===== src/assert_macros.svh =====
// Assertion macros used by the selective-repeat sender back end.
// Each macro expands to one labeled concurrent assertion clocked by clk, reset by rst_n.
`ifndef ASSERT_MACROS_SVH
`define ASSERT_MACROS_SVH

// The condition holds at every clock edge outside reset.
`define SRS_ASSERT(label, cond, msg) \
  label: assert property (@(posedge clk) disable iff (!rst_n) (cond)) else $error(msg);

// The antecedent implies the consequent at the same edge.
`define SRS_IMPLIES(label, ante, cons, msg) \
  label: assert property (@(posedge clk) disable iff (!rst_n) (ante) |-> (cons)) \
    else $error(msg);

`endif


===== src/srs_pkg.sv =====
// Shared types, codes and helpers for the selective-repeat sender.
// Used by the front end, the request queue, the back end and the top level.
`default_nettype none
package srs_pkg;

  localparam int unsigned WINDOW_SIZE_DEF = 6;
  localparam int unsigned SEQ_SPACE       = 7;
  localparam int unsigned SEQ_W           = 3;
  localparam int unsigned SUM_W           = 13;
  localparam int unsigned CALC_W          = 18;
  localparam int unsigned PART_W          = 11;

  typedef enum logic [1:0] {
    REQ_SEND    = 2'd0,
    REQ_ACK     = 2'd1,
    REQ_TIMEOUT = 2'd2,
    REQ_NONE    = 2'd3
  } req_e_t;

  typedef enum logic [1:0] {
    KIND_NEW    = 2'd0,
    KIND_RESEND = 2'd1,
    KIND_NONE   = 2'd2
  } kind_e_t;

  typedef enum logic [1:0] {
    TCMD_NONE    = 2'd0,
    TCMD_START   = 2'd1,
    TCMD_STOP    = 2'd2,
    TCMD_RESTART = 2'd3
  } tcmd_e_t;

  typedef enum logic [2:0] {
    ST_SENT      = 3'd0,
    ST_FULL      = 3'd1,
    ST_NEW_ACK   = 3'd2,
    ST_STALE     = 3'd3,
    ST_CORRUPT   = 3'd4,
    ST_RESENT    = 3'd5,
    ST_NOTHING   = 3'd6
  } status_e_t;

  // One classified request as it travels from the front end to the back end.
  typedef struct packed {
    req_e_t                   req;
    logic [63:0]              payload_lo;
    logic [63:0]              payload_mid;
    logic [31:0]              payload_hi;
    logic signed [SUM_W-1:0]  psum;
    logic                     ack_ok;
    logic                     ack_in_range;
    logic [SEQ_W-1:0]         ack_num;
  } cmd_t;

  // Sum of the low n bytes of a word, each byte taken as signed.
  function automatic logic signed [PART_W-1:0] byte_sum(input logic [63:0] w,
                                                        input int unsigned n);
    logic signed [PART_W-1:0] s;
    s = '0;
    for (int i = 0; i < 8; i++) begin
      if (i < n) begin
        s = s + PART_W'($signed(w[8*i +: 8]));
      end
    end
    return s;
  endfunction

endpackage
`default_nettype wire


===== src/selective_repeat_sender.sv =====
// Selective-repeat ARQ sender. A request passes the front end (capture, byte sum, push), then the back end
// handles a send directly, an ACK with a search and slide that walk one slot a cycle,
// and a timeout by retransmitting each unacked packet (one slot-memory read each).
// The queue lets the front end take new requests while the back end walks its slots.
// Reset (rst_n, synchronous, active low) empties the window; slot contents stay unwritten.
`default_nettype none
module selective_repeat_sender
  import srs_pkg::*;
#(
  parameter int unsigned WINDOW_SIZE = WINDOW_SIZE_DEF
)
(
  input  wire logic               clk,
  input  wire logic               rst_n,
  // Request channel.
  input  wire logic               in_valid,
  output logic                    in_stall,
  input  wire logic [1:0]         in_req_type,
  input  wire logic [63:0]        in_payload_lo,
  input  wire logic [63:0]        in_payload_mid,
  input  wire logic [31:0]        in_payload_hi,
  input  wire logic [15:0]        in_pkt_seq,
  input  wire logic [15:0]        in_pkt_ack,
  input  wire logic [15:0]        in_pkt_checksum,
  // Result channel.
  output logic                    out_valid,
  input  wire logic               out_stall,
  output logic [1:0]              out_kind,
  output logic [SEQ_W-1:0]        out_seq,
  output logic signed [SUM_W-1:0] out_checksum,
  output logic [63:0]             out_payload_lo,
  output logic [63:0]             out_payload_mid,
  output logic [31:0]             out_payload_hi,
  output logic [1:0]              out_timer_cmd,
  output logic [2:0]              out_status,
  output logic                    out_last
);

  // The front end classifies each request and computes its byte sum; the
  // queue lets it take the next request while the back end is still walking
  // the window for the previous one.
  cmd_t push_data, pop_data;
  logic push, full, pop, not_empty;

  srs_front u_front (
    .clk             (clk),
    .rst_n           (rst_n),
    .in_valid        (in_valid),
    .in_stall        (in_stall),
    .in_req_type     (in_req_type),
    .in_payload_lo   (in_payload_lo),
    .in_payload_mid  (in_payload_mid),
    .in_payload_hi   (in_payload_hi),
    .in_pkt_seq      (in_pkt_seq),
    .in_pkt_ack      (in_pkt_ack),
    .in_pkt_checksum (in_pkt_checksum),
    .q_push          (push),
    .q_push_data     (push_data),
    .q_full          (full)
  );

  srs_queue u_queue (
    .clk       (clk),
    .rst_n     (rst_n),
    .push      (push),
    .push_data (push_data),
    .full      (full),
    .pop       (pop),
    .pop_data  (pop_data),
    .not_empty (not_empty)
  );

  // The back end owns all window state and the registered result port, so a
  // stalled result does not block the front end from taking requests until the queue fills.
  srs_back #(
    .W (WINDOW_SIZE)
  ) u_back (
    .clk             (clk),
    .rst_n           (rst_n),
    .q_not_empty     (not_empty),
    .q_data          (pop_data),
    .q_pop           (pop),
    .out_valid       (out_valid),
    .out_stall       (out_stall),
    .out_kind        (out_kind),
    .out_seq         (out_seq),
    .out_checksum    (out_checksum),
    .out_payload_lo  (out_payload_lo),
    .out_payload_mid (out_payload_mid),
    .out_payload_hi  (out_payload_hi),
    .out_timer_cmd   (out_timer_cmd),
    .out_status      (out_status),
    .out_last        (out_last)
  );

endmodule
`default_nettype wire


===== src/srs_front.sv =====
// Front end: takes requests, forms the payload byte sum and checks ACK checksums.
// Depends on srs_pkg; pushes cmd_t records into srs_queue.
`default_nettype none
module srs_front
  import srs_pkg::*;
(
  input  wire logic         clk,
  input  wire logic         rst_n,
  input  wire logic         in_valid,
  output logic              in_stall,
  input  wire logic [1:0]   in_req_type,
  input  wire logic [63:0]  in_payload_lo,
  input  wire logic [63:0]  in_payload_mid,
  input  wire logic [31:0]  in_payload_hi,
  input  wire logic [15:0]  in_pkt_seq,
  input  wire logic [15:0]  in_pkt_ack,
  input  wire logic [15:0]  in_pkt_checksum,
  output logic              q_push,
  output cmd_t              q_push_data,
  input  wire logic         q_full
);

  typedef enum logic [1:0] {F_IDLE, F_SUM, F_PUSH} fstate_t;

  fstate_t                  state_r;
  req_e_t                   req_r;
  logic [63:0]              lo_r, mid_r;
  logic [31:0]              hi_r;
  logic [15:0]              pseq_r, pack_r, pchk_r;
  logic signed [PART_W-1:0] s_lo_r, s_mid_r, s_hi_r;
  logic signed [SUM_W-1:0]  psum;
  logic signed [CALC_W-1:0] calc;

  assign in_stall = (state_r != F_IDLE);

  assign psum = SUM_W'(s_lo_r) + SUM_W'(s_mid_r) + SUM_W'(s_hi_r);
  assign calc = CALC_W'($signed(pseq_r)) + CALC_W'($signed(pack_r)) + CALC_W'(psum);

  always_comb begin
    q_push_data.req          = req_r;
    q_push_data.payload_lo   = lo_r;
    q_push_data.payload_mid  = mid_r;
    q_push_data.payload_hi   = hi_r;
    q_push_data.psum         = psum;
    q_push_data.ack_ok       = (calc == CALC_W'($signed(pchk_r)));
    q_push_data.ack_in_range = !pack_r[15] && (pack_r[14:0] < 15'(SEQ_SPACE));
    q_push_data.ack_num      = pack_r[SEQ_W-1:0];
  end

  assign q_push = (state_r == F_PUSH) && !q_full;

  always_ff @(posedge clk) begin
    if (!rst_n) begin
      state_r <= F_IDLE;
    end else begin
      case (state_r)
        F_IDLE: begin
          if (in_valid) begin
            req_r  <= req_e_t'(in_req_type);
            lo_r   <= in_payload_lo;
            mid_r  <= in_payload_mid;
            hi_r   <= in_payload_hi;
            pseq_r <= in_pkt_seq;
            pack_r <= in_pkt_ack;
            pchk_r <= in_pkt_checksum;
            // An unknown request type yields nothing and is dropped here.
            if (req_e_t'(in_req_type) != REQ_NONE) begin
              state_r <= F_SUM;
            end
          end
        end
        F_SUM: begin
          s_lo_r  <= byte_sum(lo_r, 8);
          s_mid_r <= byte_sum(mid_r, 8);
          s_hi_r  <= byte_sum({32'd0, hi_r}, 4);
          state_r <= F_PUSH;
        end
        F_PUSH: begin
          if (!q_full) begin
            state_r <= F_IDLE;
          end
        end
        default: state_r <= F_IDLE;
      endcase
    end
  end

endmodule
`default_nettype wire


===== src/srs_queue.sv =====
// Two-entry request queue between the front end and the back end.
// Depends on srs_pkg for the cmd_t record.
`default_nettype none
module srs_queue
  import srs_pkg::*;
(
  input  wire logic clk,
  input  wire logic rst_n,
  input  wire logic push,
  input  cmd_t      push_data,
  output logic      full,
  input  wire logic pop,
  output cmd_t      pop_data,
  output logic      not_empty
);

  cmd_t       entry_r [2];
  logic       wptr_r, rptr_r;
  logic [1:0] count_r;

  assign full      = (count_r == 2'd2);
  assign not_empty = (count_r != 2'd0);
  assign pop_data  = entry_r[rptr_r];

  always_ff @(posedge clk) begin
    if (push) begin
      entry_r[wptr_r] <= push_data;
    end
  end

  always_ff @(posedge clk) begin
    if (!rst_n) begin
      wptr_r  <= 1'b0;
      rptr_r  <= 1'b0;
      count_r <= 2'd0;
    end else begin
      if (push) begin
        wptr_r <= !wptr_r;
      end
      if (pop) begin
        rptr_r <= !rptr_r;
      end
      case ({push, pop})
        2'b10:   count_r <= count_r + 2'd1;
        2'b01:   count_r <= count_r - 2'd1;
        default: count_r <= count_r;
      endcase
    end
  end

endmodule
`default_nettype wire


===== src/srs_back.sv =====
// Back end: window state, slot memory, ACK search, slide and timeout walk.
// Depends on srs_pkg and assert_macros.svh; drives the registered result port.
`default_nettype none
`include "assert_macros.svh"
module srs_back
  import srs_pkg::*;
#(
  parameter int unsigned W = WINDOW_SIZE_DEF
)
(
  input  wire logic                clk,
  input  wire logic                rst_n,
  input  wire logic                q_not_empty,
  input  cmd_t                     q_data,
  output logic                     q_pop,
  output logic                     out_valid,
  input  wire logic                out_stall,
  output logic [1:0]               out_kind,
  output logic [SEQ_W-1:0]         out_seq,
  output logic signed [SUM_W-1:0]  out_checksum,
  output logic [63:0]              out_payload_lo,
  output logic [63:0]              out_payload_mid,
  output logic [31:0]              out_payload_hi,
  output logic [1:0]               out_timer_cmd,
  output logic [2:0]               out_status,
  output logic                     out_last
);

  localparam int unsigned IDX_W = (W > 1) ? $clog2(W) : 1;
  localparam int unsigned CNT_W = $clog2(W + 1);

  typedef struct packed {
    logic [63:0]             lo;
    logic [63:0]             mid;
    logic [31:0]             hi;
    logic signed [SUM_W-1:0] sum;
  } slot_t;

  typedef enum logic [2:0] {
    S_IDLE, S_SEND, S_ACK, S_SRCH, S_SLIDE, S_REPLY, S_TO_SCAN, S_TO_EMIT
  } state_t;

  state_t                  state_r;
  cmd_t                    cmd_r;
  logic [IDX_W-1:0]        head_r, tail_r, hit_idx_r;
  logic [CNT_W-1:0]        fill_r, unacked_r, walk_r, sent_r;
  logic [SEQ_W-1:0]        nseq_r;
  status_e_t               reply_r;
  logic [W-1:0]            acked_r;
  logic [SEQ_W-1:0]        seq_r [W];
  slot_t                   mem [W];
  slot_t                   rd_data_r;

  logic                    out_free, out_load;
  logic [IDX_W:0]          wsum;
  logic [IDX_W-1:0]        walk_idx, tail_nxt, head_nxt;
  logic signed [SUM_W-1:0] send_sum;
  logic                    win_full, mem_we, mem_re, last_resend;

  assign out_free = !out_valid || !out_stall;
  // A new result is loaded into the output register in one of the emitting states.
  assign out_load = out_free && ((state_r == S_SEND) || (state_r == S_REPLY) ||
                                 (state_r == S_TO_EMIT));
  assign q_pop    = (state_r == S_IDLE) && q_not_empty;

  assign wsum     = {1'b0, head_r} + (IDX_W + 1)'(walk_r);
  assign walk_idx = (wsum >= (IDX_W + 1)'(W)) ? IDX_W'(wsum - (IDX_W + 1)'(W))
                                              : IDX_W'(wsum);
  assign tail_nxt = (tail_r == IDX_W'(W - 1)) ? '0 : tail_r + IDX_W'(1);
  assign head_nxt = (head_r == IDX_W'(W - 1)) ? '0 : head_r + IDX_W'(1);
  assign send_sum = $signed({{(SUM_W - SEQ_W){1'b0}}, nseq_r}) + cmd_r.psum
                    - SUM_W'(1);
  assign win_full = (fill_r == CNT_W'(W));
  assign mem_we   = (state_r == S_SEND) && out_free && !win_full;
  assign mem_re   = (state_r == S_TO_SCAN) && !acked_r[walk_idx];
  assign last_resend = ((sent_r + CNT_W'(1)) == unacked_r);

  // Slot memory: written on a send into a free slot, read one slot at a time on a timeout.
  always_ff @(posedge clk) begin
    if (mem_we) begin
      mem[tail_nxt] <= '{lo: cmd_r.payload_lo, mid: cmd_r.payload_mid,
                         hi: cmd_r.payload_hi, sum: send_sum};
    end
    if (mem_re) begin
      rd_data_r <= mem[walk_idx];
    end
  end

  always_ff @(posedge clk) begin
    if (!rst_n) begin
      state_r   <= S_IDLE;
      head_r    <= '0;
      tail_r    <= IDX_W'(W - 1);
      fill_r    <= '0;
      unacked_r <= '0;
      nseq_r    <= '0;
      acked_r   <= '0;
      out_valid <= 1'b0;
    end else begin
      if (out_load) begin
        out_valid <= 1'b1;
      end else if (!out_stall) begin
        out_valid <= 1'b0;
      end
      case (state_r)
        S_IDLE: begin
          if (q_not_empty) begin
            cmd_r  <= q_data;
            walk_r <= '0;
            sent_r <= '0;
            case (q_data.req)
              REQ_SEND: state_r <= S_SEND;
              REQ_ACK:  state_r <= S_ACK;
              default: begin
                if (unacked_r == '0) begin
                  reply_r <= ST_NOTHING;
                  state_r <= S_REPLY;
                end else begin
                  state_r <= S_TO_SCAN;
                end
              end
            endcase
          end
        end
        S_SEND: begin
          if (out_free) begin
            out_last        <= 1'b1;
            out_payload_lo  <= '0;
            out_payload_mid <= '0;
            out_payload_hi  <= '0;
            out_seq         <= '0;
            out_checksum    <= '0;
            if (win_full) begin
              out_kind      <= KIND_NONE;
              out_timer_cmd <= TCMD_NONE;
              out_status    <= ST_FULL;
            end else begin
              tail_r            <= tail_nxt;
              seq_r[tail_nxt]   <= nseq_r;
              acked_r[tail_nxt] <= 1'b0;
              fill_r            <= fill_r + CNT_W'(1);
              unacked_r         <= unacked_r + CNT_W'(1);
              nseq_r            <= (nseq_r == SEQ_W'(SEQ_SPACE - 1)) ? '0
                                                                      : nseq_r + SEQ_W'(1);
              out_kind          <= KIND_NEW;
              out_seq           <= nseq_r;
              out_checksum      <= send_sum;
              out_payload_lo    <= cmd_r.payload_lo;
              out_payload_mid   <= cmd_r.payload_mid;
              out_payload_hi    <= cmd_r.payload_hi;
              out_timer_cmd     <= (unacked_r == '0) ? TCMD_START : TCMD_NONE;
              out_status        <= ST_SENT;
            end
            state_r <= S_IDLE;
          end
        end
        S_ACK: begin
          if (!cmd_r.ack_ok) begin
            reply_r <= ST_CORRUPT;
            state_r <= S_REPLY;
          end else begin
            state_r <= S_SRCH;
          end
        end
        S_SRCH: begin
          if (walk_r == fill_r) begin
            reply_r <= ST_STALE;
            state_r <= S_REPLY;
          end else if (cmd_r.ack_in_range && (seq_r[walk_idx] == cmd_r.ack_num)) begin
            if (acked_r[walk_idx]) begin
              reply_r <= ST_STALE;
              state_r <= S_REPLY;
            end else begin
              acked_r[walk_idx] <= 1'b1;
              unacked_r         <= unacked_r - CNT_W'(1);
              reply_r           <= ST_NEW_ACK;
              state_r           <= (walk_idx == head_r) ? S_SLIDE : S_REPLY;
            end
          end else begin
            walk_r <= walk_r + CNT_W'(1);
          end
        end
        S_SLIDE: begin
          if ((fill_r != '0) && acked_r[head_r]) begin
            head_r <= head_nxt;
            fill_r <= fill_r - CNT_W'(1);
          end else begin
            state_r <= S_REPLY;
          end
        end
        S_REPLY: begin
          if (out_free) begin
            out_last        <= 1'b1;
            out_kind        <= KIND_NONE;
            out_seq         <= '0;
            out_checksum    <= '0;
            out_payload_lo  <= '0;
            out_payload_mid <= '0;
            out_payload_hi  <= '0;
            out_status      <= reply_r;
            if (reply_r == ST_NEW_ACK) begin
              out_timer_cmd <= ((fill_r != '0) && (unacked_r != '0)) ? TCMD_RESTART
                                                                     : TCMD_STOP;
            end else begin
              out_timer_cmd <= TCMD_NONE;
            end
            state_r <= S_IDLE;
          end
        end
        S_TO_SCAN: begin
          if (!acked_r[walk_idx]) begin
            hit_idx_r <= walk_idx;
            state_r   <= S_TO_EMIT;
          end else begin
            walk_r <= walk_r + CNT_W'(1);
          end
        end
        S_TO_EMIT: begin
          if (out_free) begin
            out_kind        <= KIND_RESEND;
            out_seq         <= seq_r[hit_idx_r];
            out_checksum    <= rd_data_r.sum;
            out_payload_lo  <= rd_data_r.lo;
            out_payload_mid <= rd_data_r.mid;
            out_payload_hi  <= rd_data_r.hi;
            out_status      <= ST_RESENT;
            out_last        <= last_resend;
            out_timer_cmd   <= last_resend ? TCMD_START : TCMD_NONE;
            sent_r          <= sent_r + CNT_W'(1);
            walk_r          <= walk_r + CNT_W'(1);
            state_r         <= last_resend ? S_IDLE : S_TO_SCAN;
          end
        end
        default: state_r <= S_IDLE;
      endcase
    end
  end

  `SRS_ASSERT(a_fill_bound, fill_r <= CNT_W'(W), "window fill exceeds window size")
  `SRS_ASSERT(a_unacked_le_fill, unacked_r <= fill_r, "more unacked slots than filled slots")
  `SRS_IMPLIES(a_head_unacked, (state_r == S_IDLE) && (fill_r != '0), !acked_r[head_r], "acked slot left at window head")

endmodule
`default_nettype wire

===== config.mk =====
export PLATFORM = sky130hd
export DESIGN_NAME = selective_repeat_sender
export DESIGN_NICKNAME = d
export VERILOG_FILES = /design/src/srs_pkg.sv /design/src/selective_repeat_sender.sv /design/src/srs_front.sv /design/src/srs_queue.sv /design/src/srs_back.sv
export VERILOG_INCLUDE_DIRS = /design/src /design/src/src
export SDC_FILE = /design/constraint.sdc
export NUM_CORES = 2
export LEC_CHECK = 0
export BUFFER_PORTS_ARGS = -buffer_cell sky130_fd_sc_hd__buf_2
export CAP_MARGIN = 20
export CORE_AREA = 2 2 445 447
export CTS_BUF_LIST = sky130_fd_sc_hd__clkbuf_8
export CTS_CLUSTER_DIAMETER = 150
export DETAILED_ROUTE_END_ITERATION = 7
export DIE_AREA = 0 0 447 449
export PLACE_DENSITY = 0.71
export SLEW_MARGIN = 20
export SYNTH_ARGS = -nofsm -noshare
export SYNTH_HDL_FRONTEND = slang
export SYNTH_SLANG_ARGS = --single-unit

===== constraint.sdc =====
create_clock -name clk -period 39.1 [get_ports clk]
set_input_delay 7.82 -clock clk [delete_from_list [all_inputs] [get_ports clk]]
set_output_delay 7.82 -clock clk [all_outputs]
set_load 0.02 [all_outputs]

== After elaboration in Yosys (flattened, before gate mapping) ==
Memories as Yosys holds them, arrays and structs flattened. A register that Yosys moved wholly into a read port is not among the register bits.
Cells that the tools add are included.
Storage, ports and cells
  register bits after elaboration: 648
  bits in writable memories: 1416
  output and inout port bits: 186
  word-level logic and storage cells: 351
  memories: 3
Memory list
  u_back.mem: words 6, width 173, rd ports 1, clocked after Yosys merged registers in 1, wr ports 1, line srs_back.sv:51  | slot_t mem [W];
  u_queue.entry_r: words 2, width 180, rd ports 1, clocked after Yosys merged registers in 1, wr ports 1, line srs_queue.sv:17  | cmd_t entry_r [2];
  u_back.seq_r: words 6, width 3, rd ports 2, clocked after Yosys merged registers in 1, wr ports 1, line srs_back.sv:50  | logic [SEQ_W-1:0] seq_r [W];
Operators by class
  add/subtract/negate cells: 36
  order comparisons: 7
  eq/ne operators: 46
  multiplexer cells: 156
  bitwise operators: 5
  reduce and logical (&&, ||, !) cells: 56
Operators by type and width (count)
  two-way mux 64 bit: 7
  one-hot mux 64 bit (3 select lines): 2
  two-way mux 11 bit: 34
  adder 11 x 8 -> 11 bit: 17
  two-way mux 32 bit: 4
  two-way mux 3 bit: 41
  one-hot mux 32 bit (3 select lines): 1
  two-way mux 13 bit: 4
  one-hot mux 13 bit (3 select lines): 1
  two-way mux 6 bit: 5
  one-hot mux 3 bit (3 select lines): 3
  two-way mux 2 bit: 13
  inequality test 2 bit, second input constant: 13
  two-way mux 1 bit: 25
  equality test 3 bit, second input constant: 8
  one-hot mux 3 bit (2 select lines): 4
  adder 3 x 1 -> 3 bit, second input constant: 7
  one-hot mux 3 bit (7 select lines): 1
  adder 17 x 13 -> 18 bit: 1
  equality test 18 x 16 -> 1 bit: 1
  inequality test 2 x 1 -> 1 bit, second input constant: 9
  one-hot mux 2 bit (3 select lines): 3
  adder 16 x 16 -> 17 bit: 1
  < comparator 15 x 3 -> 1 bit, second input constant: 1
  other kinds (43): 100

== Depth between registers and ports, before layout ==
  word-level depth: 22
  gate-level depth with buffers: 31
  mapped depth without buffers: 31

== Cells and area by module ==
From an unflattened synthesis, not the netlist that was laid out.
Second synthesis, totals
  cells, all modules: 5092
  area total of the unflattened synthesis: 88424.8 µm²
Modules (own cells, without submodules)
  srs_back: instances 1, cells each 3204, area each 59086.7 µm²
  srs_front: instances 1, cells each 1306, area each 15732.6 µm²
  srs_queue: instances 1, cells each 582, area each 13605.5 µm²

== Worst setup path after synthesis ==
OpenSTA, ideal clock, no wires.
  kind: input -> register
  from: in rst_n
  to: reg u_front.hi_r[0] (enable)
  setup time: 1.370 ns
  arrival time: 29.406 ns
  data required time: 37.730 ns
  setup slack: 8.324 ns
  cell stages on the path: 2
  buffers on the path: 0
  cells stage by stage: clkinv_1 -> nor4b_1
Between the ends
  cells in the longest elaborated chain, start to end: 1
RTL lines
  start: declaration: line selective_repeat_sender.sv:14  | input wire logic rst_n,
  AND reduction 3 bit (no line)
  end signal: assignment: line srs_front.sv:62  | hi_r <= in_payload_hi;
  end: declaration: line srs_front.sv:28  | logic [31:0] hi_r;
No other way between the ends.
A chain may end at the register's enable or synchronous reset.

== Final worst setup path ==
  from: in out_stall
  to: mem u_back.mem[3][62] (netlist name) (enable)
Between the ends
  cells in the longest elaborated chain, start to end: 6
RTL lines
  start: declaration: line selective_repeat_sender.sv:27  | input wire logic out_stall,
  logical NOT 1 bit: line srs_back.sv:60  | assign out_free = !out_valid || !out_stall;
  logical OR 1 bit: line srs_back.sv:60
  logical AND 1 bit (2 in a row): line srs_back.sv:74  | assign mem_we = (state_r == S_SEND) && out_free && !win_full;
  two-way mux 1 bit: line srs_back.sv:80  | if (mem_we) begin
  two-way mux 1 bit (not written as such): line srs_back.sv:81  | mem[tail_nxt] <= '{lo: cmd_r.payload_lo, mid: cmd_r.payload_mid,
  end: declaration: line srs_back.sv:51
No other way between the ends.

==> flow_summary.html <==
<table>
<tr><th>Metric</th><th>Value</th></tr>
<tr><th colspan="2">GRT</th></tr>
<tr><td>Grt met1 use</td><td>a little over a quarter</td></tr>
<tr><td>Total overflow reported by the global router</td><td>0</td></tr>
<tr><td>Met2 Usage GRT</td><td>a little over a third</td></tr>
<tr><td>Global-route wire length before repair</td><td>about 320000 microns</td></tr>
<tr><td>Global routing usage summed across all routing layers</td><td>between 20% and 30%</td></tr>
<tr><td>Global-route track usage on met3</td><td>~3.4%</td></tr>
<tr><td>Largest net degree at the start of global routing</td><td>roughly 140</td></tr>
<tr><td>Global-route layer with the greatest usage</td><td>met2</td></tr>
<tr><td>Number of antenna violations at the first check in global routing</td><td>10</td></tr>
<tr><td>Vias in the first global route</td><td>roughly 49k</td></tr>
<tr><th colspan="2">CTS</th></tr>
<tr><td>Clock tree from TritonCTS</td><td>done</td></tr>
<tr><td>Root buffer cell</td><td>sky130_fd_sc_hd__clkbuf_8</td></tr>
<tr><td>Number of CTS-inserted buffers</td><td>367</td></tr>
<tr><td># clock sinks</td><td>~2.2k</td></tr>
<tr><td>Number of buffers on the longest clock path</td><td>4</td></tr>
<tr><td>Number of setup buffers added after CTS</td><td>0</td></tr>
<tr><td>Number of hold buffers added after CTS</td><td>0</td></tr>
<tr><td>Clock transition time at the flip-flop clock pins of the worst setup and hold paths</td><td>~0.06 ns</td></tr>
<tr><td>H-Tree Depth</td><td>5</td></tr>
<tr><td>Resized cells post-CTS</td><td>0</td></tr>
<tr><td>Source-to-sink clock delay at the later pin of the worst-skew pair</td><td>approximately 1.1 ns</td></tr>
<tr><th colspan="2">Yosys</th></tr>
<tr><td>Average footprint of a synthesized cell</td><td>roughly 17 sq um</td></tr>
<tr><td>Post-synth EDFFs</td><td>between 2k and 2.5k</td></tr>
<tr><td>Dominant combinational cell family by area after synthesis</td><td>compound AO/OA/AOI/OAI gates</td></tr>
<tr><td>Most common cell in the netlist</td><td>sky130_fd_sc_hd__edfxtp_1</td></tr>
<tr><td>Mapped Area</td><td>between 80000 and 90000 sq um</td></tr>
<tr><td>Fraction of synthesized cell area in xor and xnor cells</td><td>about 2.3%</td></tr>
<tr><td>Library cell with the largest summed area after synthesis</td><td>sky130_fd_sc_hd__edfxtp_1</td></tr>
<tr><td>Syn nets</td><td>between 5k and 6k</td></tr>
<tr><td>Sequential fraction of the synthesis area</td><td>between 70% and 80%</td></tr>
<tr><td>Synth warnings</td><td>0</td></tr>
<tr><td>Seq cells post-synth</td><td>about 2.2k</td></tr>
<tr><td>Share of cell area taken by muxes after synthesis</td><td>under 10%</td></tr>
<tr><td>Cell types occupying the most area after synthesis</td><td>sky130_fd_sc_hd__edfxtp_1 76%, sky130_fd_sc_hd__ha_1 3.0%, sky130_fd_sc_hd__mux2_2 2.4%, sky130_fd_sc_hd__xnor2_1 1.9%, sky130_fd_sc_hd__a21oi_1 1.8%</td></tr>
<tr><td>Adder and majority cell fraction of the synthesized area</td><td>4.15%</td></tr>
<tr><td>Instance count of the mapped netlist</td><td>5214</td></tr>
<tr><td>Post-synth top area share</td><td>75.5%</td></tr>
<tr><td>Simple-Gate Fraction of Synth Area</td><td>roughly 3.5%</td></tr>
<tr><td>Share of async-settable or async-resettable flops after synthesis</td><td>0%</td></tr>
<tr><td>Count of unique library cells instantiated by Yosys</td><td>70</td></tr>
<tr><td>Most frequent cells after synthesis</td><td>2206 x sky130_fd_sc_hd__edfxtp_1, 319 x sky130_fd_sc_hd__a21oi_1, 311 x sky130_fd_sc_hd__nand2_1</td></tr>
<tr><td>Compound-Gate Fraction of Synth Area</td><td>under 10%</td></tr>
<tr><td>Top FF cell, synth</td><td>sky130_fd_sc_hd__edfxtp_1</td></tr>
<tr><th colspan="2">Power</th></tr>
<tr><td>Leak Pwr</td><td>between 30 and 40 nW</td></tr>
<tr><td>Power per unit of standard cell area</td><td>approximately 84 nW/um^2</td></tr>
<tr><td>IR drop worst, VDD</td><td>0.250 mV</td></tr>
<tr><th colspan="2">Min path</th></tr>
<tr><td>Type of the worst min-delay path</td><td>register to register</td></tr>
<tr><th colspan="2">Timing</th></tr>
<tr><td>Period Utilization, post-route</td><td>between 20% and 30%</td></tr>
<tr><td>Final setup violation count</td><td>0</td></tr>
<tr><td>Worst Hold Margin</td><td>between 0.3 and 0.4 ns</td></tr>
<tr><td>Peak Freq</td><td>~92 MHz</td></tr>
<tr><td>Slew at the pin closest to its max-slew limit</td><td>~1.1 ns</td></tr>
<tr><td>Setup TNS</td><td>0 ns</td></tr>
<tr><td>Pins Over Slew Limit</td><td>0</td></tr>
<tr><td>Unrepaired setup endpoints after global routing</td><td>no</td></tr>
<tr><td>Number of hold violations in the final report</td><td>0</td></tr>
<tr><td>Crit path time final</td><td>between 10 and 15 ns</td></tr>
<tr><td>Worst slew margin</td><td>a little under a quarter</td></tr>
<tr><td>Worst clock skew</td><td>0.101 ns</td></tr>
<tr><th colspan="2">Run status</th></tr>
<tr><td>Result of the run</td><td>completed</td></tr>
<tr><th colspan="2">Floorplanning</th></tr>
<tr><td>Area of the die</td><td>approximately 200000 sq um</td></tr>
<tr><td>I/O pin cnt</td><td>400</td></tr>
<tr><td>Number of rows in the core area</td><td>163</td></tr>
<tr><td>Width of the die</td><td>between 400 and 500 microns</td></tr>
<tr><td>Area of the placeable core</td><td>about 200000 sq um</td></tr>
<tr><td>Die Span Y</td><td>449 microns</td></tr>
<tr><td>Effective utilization at floorplan</td><td>between 40 and 50%</td></tr>
<tr><th colspan="2">Place</th></tr>
<tr><td>Port bufs</td><td>between 300 and 400</td></tr>
<tr><td>Weighted congestion reported at the end of routability-driven placement</td><td>0.858</td></tr>
<tr><td>Dpl hpwl</td><td>131000 microns</td></tr>
<tr><td>Total placed cells including tap cells</td><td>between 8k and 9k</td></tr>
<tr><th colspan="2">Setup path</th></tr>
<tr><td>Maximum fanout along the worst path</td><td>63</td></tr>
<tr><td>Worst path required time</td><td>39.69 ns</td></tr>
<tr><td>Max incr delay on CP</td><td>roughly 0.92 ns</td></tr>
<tr><td>Data arrival time at the worst-slack endpoint</td><td>approximately 11 ns</td></tr>
<tr><td>Cell type of the slowest stage on the worst timing path</td><td>sky130_fd_sc_hd__buf_4</td></tr>
<tr><td>Endpoint type of the worst setup path</td><td>register</td></tr>
<tr><td>Kind of launch point of the worst setup path</td><td>primary input</td></tr>
<tr><td>Critical Setup Path Class</td><td>primary input to register</td></tr>
<tr><td>Cells along the critical path</td><td>buf_2 -&gt; and2_1 -&gt; or4_1 -&gt; nor4b_2 -&gt; buf_4 -&gt; buf_4</td></tr>
<tr><td>Most prevalent standard cell on the critical path</td><td>sky130_fd_sc_hd__buf_4</td></tr>
<tr><th colspan="2">Route</th></tr>
<tr><td>Aggregate routed wire length</td><td>218000 microns</td></tr>
<tr><td>Total number of vias</td><td>48.7k</td></tr>
<tr><td>Average wire per standard cell</td><td>around 25 microns</td></tr>
<tr><td>Detailed router's first-iteration violation count</td><td>about 5.4k</td></tr>
<tr><td>Via-per-instance ratio</td><td>about 5.6</td></tr>
<tr><td>Drt pass-1 iters</td><td>7</td></tr>
<tr><td>DRC</td><td>0</td></tr>
<tr><td>Antenna Nets Post-Route</td><td>0</td></tr>
<tr><th colspan="2">Cells and area</th></tr>
<tr><td>Final cell count without fillers</td><td>8734</td></tr>
<tr><td>Layout fillers</td><td>roughly 16k</td></tr>
<tr><td>Area growth from synthesis to layout</td><td>13.3%</td></tr>
<tr><td>Post-layout nets</td><td>about 6.3k</td></tr>
<tr><td>Fraction of final layout cells sized beyond drive strength 1</td><td>between 10% and 20%</td></tr>
<tr><th colspan="2">Flow run</th></tr>
<tr><td>Number of max-cap violations</td><td>0</td></tr>
</table>
where the power goes:
group,total [mW],switching (mW),internal [mW]
Combinational,3.45,2.13,1.32
Sequential,3.11,0.103,3.00
Clock,1.84,0.904,0.937
per-stage QoR:
step                util [%]  setup slack (ns)  instance area, sq um  power, mW
floorplan                  -              8.32                 87700       5.51
global placement        47.3             27.33                 92900       6.52
detailed placement      47.3             27.29                 92900       6.61
CTS                     50.6             28.36                 99400       8.45
global route            50.7             28.15                 99400       8.85
finish                  50.7             28.28                 99400       8.39
area by class of cell:
| type | instances | area, sq um | share of cell area, % |
|---|---|---|---|
| tap | 2640 | 3300 | 3.32 |
| inverter | 213 | 825 | 0.830 |
| multi-input combinational | 2536 | 19300 | 19.4 |
| clock buffer | 373 | 5130 | 5.17 |
| sequential | 2241 | 66900 | 67.4 |
| timing repair buffer | 459 | 2550 | 2.57 |
| clock inverter | 268 | 1330 | 1.34 |
| antenna | 4 | 10.0 | 0.0101 |
registers in the layout, indices dropped and copies added, names as in the netlist, 13 cells and up, named ones only:
| signal | flops |
|---|---|
| u_back.mem | 1038 |
| u_queue.entry_r | 360 |
| u_back.cmd_r | 178 |
| u_back.rd_data_r | 173 |
| u_back.out_payload_lo | 64 |
| u_back.out_payload_mid | 64 |
| u_front.lo_r | 64 |
| u_front.mid_r | 64 |
| u_back.out_payload_hi | 32 |
| u_front.hi_r | 32 |
| u_back.seq_r | 18 |
| u_front.pack_r | 16 |
| u_front.pchk_r | 16 |
| u_front.pseq_r | 16 |
| u_back.out_checksum | 13 |
final timing paths:
| kind | start | end | slack (ns) | cells past startpoint |
|---|---|---|---|---|
| max | out_stall | u_back.mem[3][62]$_DFFE_PP_ | 28.28 | 6 |
| min | u_back.hit_idx_r[1]$_DFFE_PP_ | register | 0.40 | 2 |
| max reg2reg | u_front.lo_r[0]$_DFFE_PP_ | u_front.s_lo_r[10]$_DFFE_PP_ | 31.03 | 29 |
| min reg2reg | u_back.hit_idx_r[1]$_DFFE_PP_ | register | 0.40 | 2 |
cell families after synthesis:
family	Yosys count
compound gates	1126
xor+xnor	227
fa+ha+maj	261
buf+inv	437
flops	2241
mux	204
simple gates	718
cells in the final DEF (no fill, tap or decap), types with 50 or more instances in the layout:
cell	count
sky130_fd_sc_hd__nand2_1	311
sky130_fd_sc_hd__nor2_1	252
sky130_fd_sc_hd__inv_1	318
sky130_fd_sc_hd__edfxtp_1	2206
sky130_fd_sc_hd__a21oi_1	316
sky130_fd_sc_hd__o21ai_0	79
sky130_fd_sc_hd__buf_4	52
sky130_fd_sc_hd__clkbuf_8	373
sky130_fd_sc_hd__a22o_1	172
sky130_fd_sc_hd__a222oi_1	136
sky130_fd_sc_hd__fa_1	50
sky130_fd_sc_hd__clkinv_1	99
sky130_fd_sc_hd__buf_2	399
sky130_fd_sc_hd__ha_1	210
sky130_fd_sc_hd__a22oi_1	179
sky130_fd_sc_hd__xnor2_1	190
sky130_fd_sc_hd__mux2_2	184
sky130_fd_sc_hd__o21bai_1	56
worst max-delay path, delay by kind of cell:
family	cells	cell delay, ns
simple gates	3	1.76
buf+inv	3	1.71
metal layers:
metal	routed length (microns)	vias up
met5	0	-
met4	11100	0
met3	15000	393
met2	107000	2186
met1	85000	24456
li1	-	21619
Note: power is estimated with default switching activity, not from simulation.
